`src/rtl/mtb_pkg.sv`:
```
// package for the timer bank: sizes, command codes and sequencer states
package mtb_pkg;

  // bank size and counter width
  localparam int TIMER_COUNT = 8;
  localparam int COUNT_WIDTH = 32;

  // fixed field widths
  localparam int CMD_W   = 3;
  localparam int ID_W    = 4;
  localparam int VAL_W   = 32;
  localparam int FIRED_W = 8;

  // slot index width and a width wide enough to compare ids with the bank size
  localparam int IDX_W    = (TIMER_COUNT > 1) ? $clog2(TIMER_COUNT) : 1;
  localparam int ID_CMP_W = 8;

  typedef logic [CMD_W-1:0] cmd_t;

  typedef enum logic [CMD_W-1:0] {
    CMD_TICK   = 3'd0,
    CMD_ALLOC  = 3'd1,
    CMD_SET    = 3'd2,
    CMD_ENABLE = 3'd3,
    CMD_READ   = 3'd4,
    CMD_FREE   = 3'd5
  } cmd_e;

  typedef enum logic [2:0] {
    ST_IDLE,
    ST_TICK,
    ST_ALLOC,
    ST_SLOT,
    ST_DONE
  } state_e;

endpackage

```
`src/rtl/multi_timer_bank.sv`:
```
// timer bank top level: command decode, slot sequencer and shared decrementer
//
// A bank of TIMER_COUNT countdown timers driven by one command item at a time
// (tick, allocate, set, enable, read, free), each answered by exactly one
// result item. A tick walks the slots one per cycle through a single shared
// decrementer and compare, then presents the result. Allocate walks the same
// slot pointer until it finds the lowest free slot or reaches the last slot.
// Set, enable, read and free act on the named slot. The input is not ready
// while an item is in work or its result waits on the output; the result is
// held in registers until taken.
// Ids outside 1..TIMER_COUNT on slot commands set bad_id and change nothing.
module multi_timer_bank (
  input  logic                       clk_i,
  input  logic                       rst_ni,
  input  logic                       in_valid_i,
  output logic                       in_ready_o,
  input  logic [mtb_pkg::CMD_W-1:0]  command_i,
  input  logic [mtb_pkg::ID_W-1:0]   timer_id_i,
  input  logic [mtb_pkg::VAL_W-1:0]  count_value_i,
  input  logic [mtb_pkg::VAL_W-1:0]  reload_value_i,
  input  logic                       repeat_flag_i,
  input  logic                       enable_flag_i,
  output logic                       out_valid_o,
  input  logic                       out_ready_i,
  output logic [mtb_pkg::ID_W-1:0]   allocated_id_o,
  output logic [mtb_pkg::FIRED_W-1:0] fired_mask_o,
  output logic [mtb_pkg::VAL_W-1:0]  count_out_o,
  output logic [mtb_pkg::VAL_W-1:0]  reload_out_o,
  output logic                       repeat_out_o,
  output logic                       enabled_out_o,
  output logic                       bad_id_o
);
  import mtb_pkg::*;

  localparam int HOT_W = TIMER_COUNT + FIRED_W;

  // sequencer state
  state_e state_q, state_d;
  logic [IDX_W-1:0] idx_q, idx_d;

  // latched command item
  cmd_e                   cmd_q, cmd_d;
  logic [IDX_W-1:0]       slot_q, slot_d;
  logic                   bad_q, bad_d;
  logic [COUNT_WIDTH-1:0] cnt_ld_q, cnt_ld_d;
  logic [COUNT_WIDTH-1:0] rld_ld_q, rld_ld_d;
  logic                   rep_ld_q, rep_ld_d;
  logic                   en_ld_q, en_ld_d;

  // timer state
  logic [COUNT_WIDTH-1:0] cnt_q [TIMER_COUNT];
  logic [COUNT_WIDTH-1:0] cnt_d [TIMER_COUNT];
  logic [COUNT_WIDTH-1:0] rld_q [TIMER_COUNT];
  logic [COUNT_WIDTH-1:0] rld_d [TIMER_COUNT];
  logic [TIMER_COUNT-1:0] rep_q, rep_d;
  logic [TIMER_COUNT-1:0] en_q, en_d;
  logic [TIMER_COUNT-1:0] use_q, use_d;

  // result registers
  logic [ID_W-1:0]    alloc_id_q, alloc_id_d;
  logic [FIRED_W-1:0] fired_q, fired_d;
  logic [VAL_W-1:0]   cnt_out_q, cnt_out_d;
  logic [VAL_W-1:0]   rld_out_q, rld_out_d;
  logic               rep_out_q, rep_out_d;
  logic               en_out_q, en_out_d;
  logic               bad_out_q, bad_out_d;

  // decode and shared unit signals
  logic                   accept;
  logic                   last;
  logic [IDX_W-1:0]       addr;
  logic [COUNT_WIDTH-1:0] cur_cnt;
  logic [COUNT_WIDTH-1:0] dec_cnt;
  logic [ID_CMP_W-1:0]    id_ext;
  logic [ID_CMP_W-1:0]    id_m1;
  logic [HOT_W-1:0]       hot;
  logic [ID_CMP_W-1:0]    idx_p1;
  logic [63:0]            cnt_wide;
  logic [63:0]            rld_wide;

  assign accept = in_valid_i && in_ready_o;
  assign last   = (idx_q == IDX_W'(TIMER_COUNT - 1));
  assign id_ext = ID_CMP_W'(timer_id_i);
  assign id_m1  = id_ext - ID_CMP_W'(1);

  // one memory port: the named slot in ST_SLOT, the slot pointer otherwise
  assign addr    = (state_q == ST_SLOT) ? slot_q : idx_q;
  assign cur_cnt = cnt_q[addr];
  assign dec_cnt = cur_cnt - COUNT_WIDTH'(1);
  assign hot     = HOT_W'(1) << idx_q;
  assign idx_p1  = ID_CMP_W'(idx_q) + ID_CMP_W'(1);
  assign cnt_wide = 64'(cur_cnt);
  assign rld_wide = 64'(rld_q[addr]);

  // next state
  always_comb begin
    state_d = state_q;
    unique case (state_q)
      ST_IDLE: begin
        if (accept) begin
          unique case (cmd_e'(command_i))
            CMD_TICK:  state_d = ST_TICK;
            CMD_ALLOC: state_d = ST_ALLOC;
            default:   state_d = ST_SLOT;
          endcase
        end
      end
      ST_TICK: begin
        if (last) state_d = ST_DONE;
      end
      ST_ALLOC: begin
        if (!use_q[idx_q] || last) state_d = ST_DONE;
      end
      ST_SLOT: state_d = ST_DONE;
      ST_DONE: begin
        if (out_ready_i) state_d = ST_IDLE;
      end
      default: state_d = ST_IDLE;
    endcase
  end

  // handshake outputs
  always_comb begin
    in_ready_o  = (state_q == ST_IDLE);
    out_valid_o = (state_q == ST_DONE);
  end

  // datapath: latch item, walk slots, execute slot commands
  always_comb begin
    idx_d      = idx_q;
    cmd_d      = cmd_q;
    slot_d     = slot_q;
    bad_d      = bad_q;
    cnt_ld_d   = cnt_ld_q;
    rld_ld_d   = rld_ld_q;
    rep_ld_d   = rep_ld_q;
    en_ld_d    = en_ld_q;
    cnt_d      = cnt_q;
    rld_d      = rld_q;
    rep_d      = rep_q;
    en_d       = en_q;
    use_d      = use_q;
    alloc_id_d = alloc_id_q;
    fired_d    = fired_q;
    cnt_out_d  = cnt_out_q;
    rld_out_d  = rld_out_q;
    rep_out_d  = rep_out_q;
    en_out_d   = en_out_q;
    bad_out_d  = bad_out_q;

    case (state_q)
      ST_IDLE: begin
        if (accept) begin
          idx_d      = '0;
          cmd_d      = cmd_e'(command_i);
          slot_d     = id_m1[IDX_W-1:0];
          bad_d      = (id_ext == '0) || (id_ext > ID_CMP_W'(TIMER_COUNT));
          cnt_ld_d   = COUNT_WIDTH'(count_value_i);
          rld_ld_d   = COUNT_WIDTH'(reload_value_i);
          rep_ld_d   = repeat_flag_i;
          en_ld_d    = enable_flag_i;
          alloc_id_d = '0;
          fired_d    = '0;
          cnt_out_d  = '0;
          rld_out_d  = '0;
          rep_out_d  = 1'b0;
          en_out_d   = 1'b0;
          bad_out_d  = 1'b0;
        end
      end

      // one slot through the shared decrementer per cycle
      ST_TICK: begin
        if (en_q[addr]) begin
          if (dec_cnt == '0) begin
            fired_d = fired_q | hot[FIRED_W-1:0];
            if (rep_q[addr]) begin
              cnt_d[addr] = rld_q[addr];
            end else begin
              cnt_d[addr] = dec_cnt;
              en_d[addr]  = 1'b0;
            end
          end else begin
            cnt_d[addr] = dec_cnt;
          end
        end
        if (!last) idx_d = idx_q + IDX_W'(1);
      end

      // lowest free slot search
      ST_ALLOC: begin
        if (!use_q[addr]) begin
          cnt_d[addr] = cnt_ld_q;
          rld_d[addr] = rld_ld_q;
          rep_d[addr] = rep_ld_q;
          en_d[addr]  = 1'b1;
          use_d[addr] = 1'b1;
          alloc_id_d  = idx_p1[ID_W-1:0];
        end else if (!last) begin
          idx_d = idx_q + IDX_W'(1);
        end
      end

      ST_SLOT: begin
        case (cmd_q)
          CMD_SET: begin
            if (bad_q) begin
              bad_out_d = 1'b1;
            end else begin
              cnt_d[addr] = cnt_ld_q;
              rld_d[addr] = rld_ld_q;
              rep_d[addr] = rep_ld_q;
            end
          end
          CMD_ENABLE: begin
            if (bad_q) begin
              bad_out_d = 1'b1;
            end else begin
              en_d[addr] = en_ld_q;
            end
          end
          CMD_READ: begin
            if (bad_q) begin
              bad_out_d = 1'b1;
            end else begin
              cnt_out_d = cnt_wide[VAL_W-1:0];
              rld_out_d = rld_wide[VAL_W-1:0];
              rep_out_d = rep_q[addr];
              en_out_d  = en_q[addr];
            end
          end
          CMD_FREE: begin
            if (bad_q) begin
              bad_out_d = 1'b1;
            end else begin
              cnt_d[addr] = '0;
              rld_d[addr] = '0;
              rep_d[addr] = 1'b0;
              en_d[addr]  = 1'b0;
              use_d[addr] = 1'b0;
            end
          end
          default: ;
        endcase
      end

      default: ;
    endcase
  end

  // control and timer state
  always_ff @(posedge clk_i or negedge rst_ni) begin
    if (!rst_ni) begin
      state_q <= ST_IDLE;
      idx_q   <= '0;
      rep_q   <= '0;
      en_q    <= '0;
      use_q   <= '0;
      for (int i = 0; i < TIMER_COUNT; i++) begin
        cnt_q[i] <= '0;
        rld_q[i] <= '0;
      end
    end else begin
      state_q <= state_d;
      idx_q   <= idx_d;
      rep_q   <= rep_d;
      en_q    <= en_d;
      use_q   <= use_d;
      cnt_q   <= cnt_d;
      rld_q   <= rld_d;
    end
  end

  // item and result payload
  always_ff @(posedge clk_i) begin
    cmd_q      <= cmd_d;
    slot_q     <= slot_d;
    bad_q      <= bad_d;
    cnt_ld_q   <= cnt_ld_d;
    rld_ld_q   <= rld_ld_d;
    rep_ld_q   <= rep_ld_d;
    en_ld_q    <= en_ld_d;
    alloc_id_q <= alloc_id_d;
    fired_q    <= fired_d;
    cnt_out_q  <= cnt_out_d;
    rld_out_q  <= rld_out_d;
    rep_out_q  <= rep_out_d;
    en_out_q   <= en_out_d;
    bad_out_q  <= bad_out_d;
  end

  assign allocated_id_o = alloc_id_q;
  assign fired_mask_o   = fired_q;
  assign count_out_o    = cnt_out_q;
  assign reload_out_o   = rld_out_q;
  assign repeat_out_o   = rep_out_q;
  assign enabled_out_o  = en_out_q;
  assign bad_id_o       = bad_out_q;

  // checks
  a_fired_only_tick: assert property (@(posedge clk_i) disable iff (!rst_ni)
    out_valid_o && (cmd_q != CMD_TICK) |-> fired_mask_o == '0)
    else $error("fired mask set on a non-tick result");

  a_alloc_in_range: assert property (@(posedge clk_i) disable iff (!rst_ni)
    out_valid_o |-> ID_CMP_W'(allocated_id_o) <= ID_CMP_W'(TIMER_COUNT))
    else $error("allocated id beyond bank");

  a_bad_clears_read: assert property (@(posedge clk_i) disable iff (!rst_ni)
    out_valid_o && bad_id_o |-> (count_out_o == '0) && (reload_out_o == '0)
                                && !repeat_out_o && !enabled_out_o)
    else $error("read fields set with bad id");

  a_alloc_marks_use: assert property (@(posedge clk_i) disable iff (!rst_ni)
    (state_q == ST_ALLOC) && !use_q[idx_q] |=> use_q[$past(idx_q)] && en_q[$past(idx_q)])
    else $error("allocated slot not marked in use");

  a_back_to_idle: assert property (@(posedge clk_i) disable iff (!rst_ni)
    out_valid_o && out_ready_i |=> in_ready_o && !out_valid_o)
    else $error("no return to idle after result taken");

endmodule
```
`config.mk`:
```
export PLATFORM = sky130hd
export DESIGN_NAME = multi_timer_bank
export DESIGN_NICKNAME = d
export VERILOG_FILES = /design/src/rtl/mtb_pkg.sv /design/src/rtl/multi_timer_bank.sv
export SDC_FILE = /design/constraint.sdc
export NUM_CORES = 2
export LEC_CHECK = 0
export ABC_AREA = 1
export BUFFER_PORTS_ARGS = -buffer_cell sky130_fd_sc_hd__buf_2
export CAP_MARGIN = 15
export CORE_MARGIN = 5
export CORE_UTILIZATION = 40
export DETAILED_ROUTE_END_ITERATION = 10
export PLACE_DENSITY_LB_ADDON = 0.1
export SYNTH_ARGS = -nofsm -noshare
export SYNTH_HDL_FRONTEND = slang
export SYNTH_SLANG_ARGS = --single-unit
```
`constraint.sdc`:
```
create_clock -name clk_i -period 9.08 [get_ports clk_i]
set_clock_uncertainty 0.15 [all_clocks]
set_input_delay 2.724 -clock clk_i [delete_from_list [all_inputs] [get_ports clk_i]]
set_output_delay 2.724 -clock clk_i [all_outputs]
set_load 0.05 [all_outputs]
```
==> results.toml <==
[power]
portion_of_total_power_attributed_to_the_clock_network_pct = 17.9
power_leakage_uw = 0.0259
power_per_cell_area_nw_per_um2 = 394
power.switching_fraction_pct = 55.8
power.internal_uw = 9070
comb_power_share_pct = 58.8
vdd.ir_drop.worst_v = 0.000450
p_seq_share_pct = 23.3
total_switching_power_uw = 11400

[sta]
tightestPinTransition_ns = 1.16
finalCritPeriodShare_pct = 78.0
report.final.setup_viol = 0
setup_slack_ns = 2.00
setup-tns-final_ns = 0
min_period_ns = 7.08
timing_max_transition_violations_final = 0
max_slew_margin_pct = 22.6
final_hold_viol_count = 0
max_clk_rate_mhz = 141
setup_repair_after_global_routing_missed_its_margin = "false"

[synth]
syn_area_per_cell_sq_um = 6.20
ys_seq_elements = 694
synth_top_flop_cell = "dfrtp_1"
post_synth_inst_count = 7622
yosysTopAreaCellShare_pct = 29.1
synth.net_count = 7708
yosysTopAreaCell = "nand2_1"
seq_area_frac_synth_pct = 38.3
share_of_flip_flops_with_an_asynchronous_set_or_reset_pct = 78.1
synth.yosys.warnings = 0
yosysMostFrequentCell = "nand2_1"
post_synth_instance_area_sq_um = 47300
synth_edf_count = 152
synth.top_cells.by_area = "nand2_1 (29%), dfrtp_1 (29%), edfxtp_1 (9.7%)"
synth_commonest_cells = "nand2_1 (3671), inv_1 (847), o21ai_0 (560), dfrtp_1 (542), nor2_1 (435)"
synth_cell_type_count = 44

[critical_path]
worst-r2r-setup-slack_ns = 2.00
timing_worst_setup_path_type = "reg -> reg"
timing.critical_path.from_type = "flop"
critical_path.startpoint = "state_q[1]"
setup.worst_path.end_class = "flop"
reg_to_reg_critical_path_startpoint = "state_q[1]"
cp_data_required_time_ns = 9.48
maximum_fanout_along_the_worst_path = 24
worst-endpoint-arrival_ns = 7.49
worstRegToRegCells = 25

[final_layout]
final_layout_size_suffix_gt1_share_pct = 7.11
syn_to_final_growth_pct = 10.0
fillers = 12459
finish.net_count = 7597

[drt]
avgViaCountPerCell = 5.50
first_iter_violations = 5535
final_antenna_net_count = 0
detail_route.wirelength_um = 207000
dr.pass1.iters = 6
routed-via-count = 50133
drcViolationCount = 0
wl_per_cell_um = 22.6

[status]
result_of_the_run = "finished, final reports clean"

[floorplan]
initial_core_util_pct = 40.2
floorplan.die.width_um = 354
ioPinCount = 158
die_y_um = 354
placeable_core_region_sq_um = 118000
std_cell_rows = 126
die_area_sq_um = 125000

[clocking]
htree_levels = 3
clock_sink_count = 694
clk_transition_reported_paths_ns = 0.06
clockBufferDepth = 3
holdBufCountCts = 0
cts_buffers = 88
cts_post_setup_buffers_inserted = 0
clock-root-buffer = "clkbuf_16"
post_cts.resized_instances = 0
cts_tree = "yes"
clk_latency_ns = 0.69

[global_route]
grt_pass1_wl_um = 305000
grt_antenna_before_repair = 17
grt_remaining_overflow = 0
largest_net_degree_at_the_start_of_global_routing = 153
vias_in_the_first_global_route = 45290
grtUsageTotal_pct = 32.1

[placed_design]
detailed_place_hpwl_um = 128000
place.port_buffers = 157
weighted_congestion_reported_at_the_end_of_routability_driven_placement = 0.922
pre_cts_ws_ns = 2.23

[run]
maxCapViolCount = 0

[min_path]
hold_path_class = "reg -> reg"
cell usage in the layout, fill, tap and decap left out, types with 30 or more instances in the layout:
cell type and count:
edfxtp_1 152, o21ai_0 560, a21oi_1 51, nand3_1 398, buf_4 101, nand2_1 3660
o22ai_1 257, dfrtp_1 542, clkbuf_16 93, inv_1 837, nor4_1 64, nor2_2 30
nor2_1 424, buf_2 157
cells by family (layout without fill, tap and decap cells):
group	after synthesis	after routing	share of synthesized area, %
buffers and inverters	1339	1299	11.5
adders and majority gates	9	9	0.238
muxes	8	8	0.191
and+or+nand+nor	4676	4676	39.4
AOI/OAI and AO/OA	890	890	10.2
DFF	694	694	38.3
xor gates and xnor gates	6	6	0.127
other	0	2	0
per-stage QoR:
| step | total power (uW) | utilization, % | std cells | hold slack (ns) | cell area (sq um) |
|---|---|---|---|---|---|
| after CTS | 20300 | 44.2 | 9118 | 0.340 | 52000 |
| after detailed placement | 16600 | 41.7 | 8957 | 0.326 | 49100 |
| after global routing | 21800 | 44.2 | 9118 | 0.365 | 52000 |
| after global placement | 16500 | 41.6 | 8955 | 0.319 | 49000 |
| final | 20500 | 44.2 | 9120 | 0.340 | 52000 |
| after floorplan | 12100 | - | 7622 | 0.302 | 47300 |
routing by layer:
metal,vias up,global-route usage (%),routed length [um]
li1,23510,-,-
met5,-,0,62
met4,10,10.7,7190
met2,2546,48.0,86400
met1,23689,47.3,91400
met3,378,5.14,21500
area by class of cell:
cell class | instances | area (sq um) | share of cell area, %
multi-input combinational | 5589 | 23900 | 45.9
sequential | 694 | 18100 | 34.8
inverter | 865 | 3280 | 6.31
clock buffer | 125 | 2570 | 4.94
tap | 1536 | 1920 | 3.69
timing repair buffer | 273 | 1840 | 3.54
clock inverter | 36 | 384 | 0.738
antenna | 2 | 5.00 | 0.00962
worst min path at each step:
stage | startpoint | end | depth (start not counted)
after floorplan | en_q[4] | en_q[4] | 2
after global placement | en_q[3] | en_q[3] | 2
after detailed placement | en_q[6] | en_q[6] | 2
after CTS | en_q[6] | en_q[6] | 2
after global routing | en_q[6] | en_q[6] | 2
final | en_q[6] | en_q[6] | 2
critical path: stages, from the launching register on:
cell and delay (ns):
dfrtp_1 0.59, nand3_4 0.55, nand2_1 0.23, nand2_2 0.29, nor2_4 0.75, buf_4 0.44, nand3_1 0.12, nand2_1 0.09
inv_1 0.04, nand2_1 0.40, nand2_1 0.14, nor2_1 0.20, nand2_1 0.11, nor2_1 0.21, nand3_1 0.11, nand2_1 0.51
nand2_1 0.11, nor2_1 0.10, nand2_1 0.09, nor2_4 0.37, nand4_1 0.17, nand2_2 0.55, inv_2 0.07, buf_4 0.33
nand2_1 0.14, nand2_1 0.05
power by group through the flow:
| stage | combinational [uW] | sequential (uW) | clock [uW] |
|---|---|---|---|
| global placement | 11700 | 4800 | 0 |
| finish | 12100 | 4770 | 3680 |
| global route | 13000 | 4870 | 3860 |
| floorplan | 6980 | 5080 | 0 |
| CTS | 11800 | 4760 | 3740 |
| detailed placement | 11800 | 4800 | 0 |
Power figures use the tool's default switching activity.
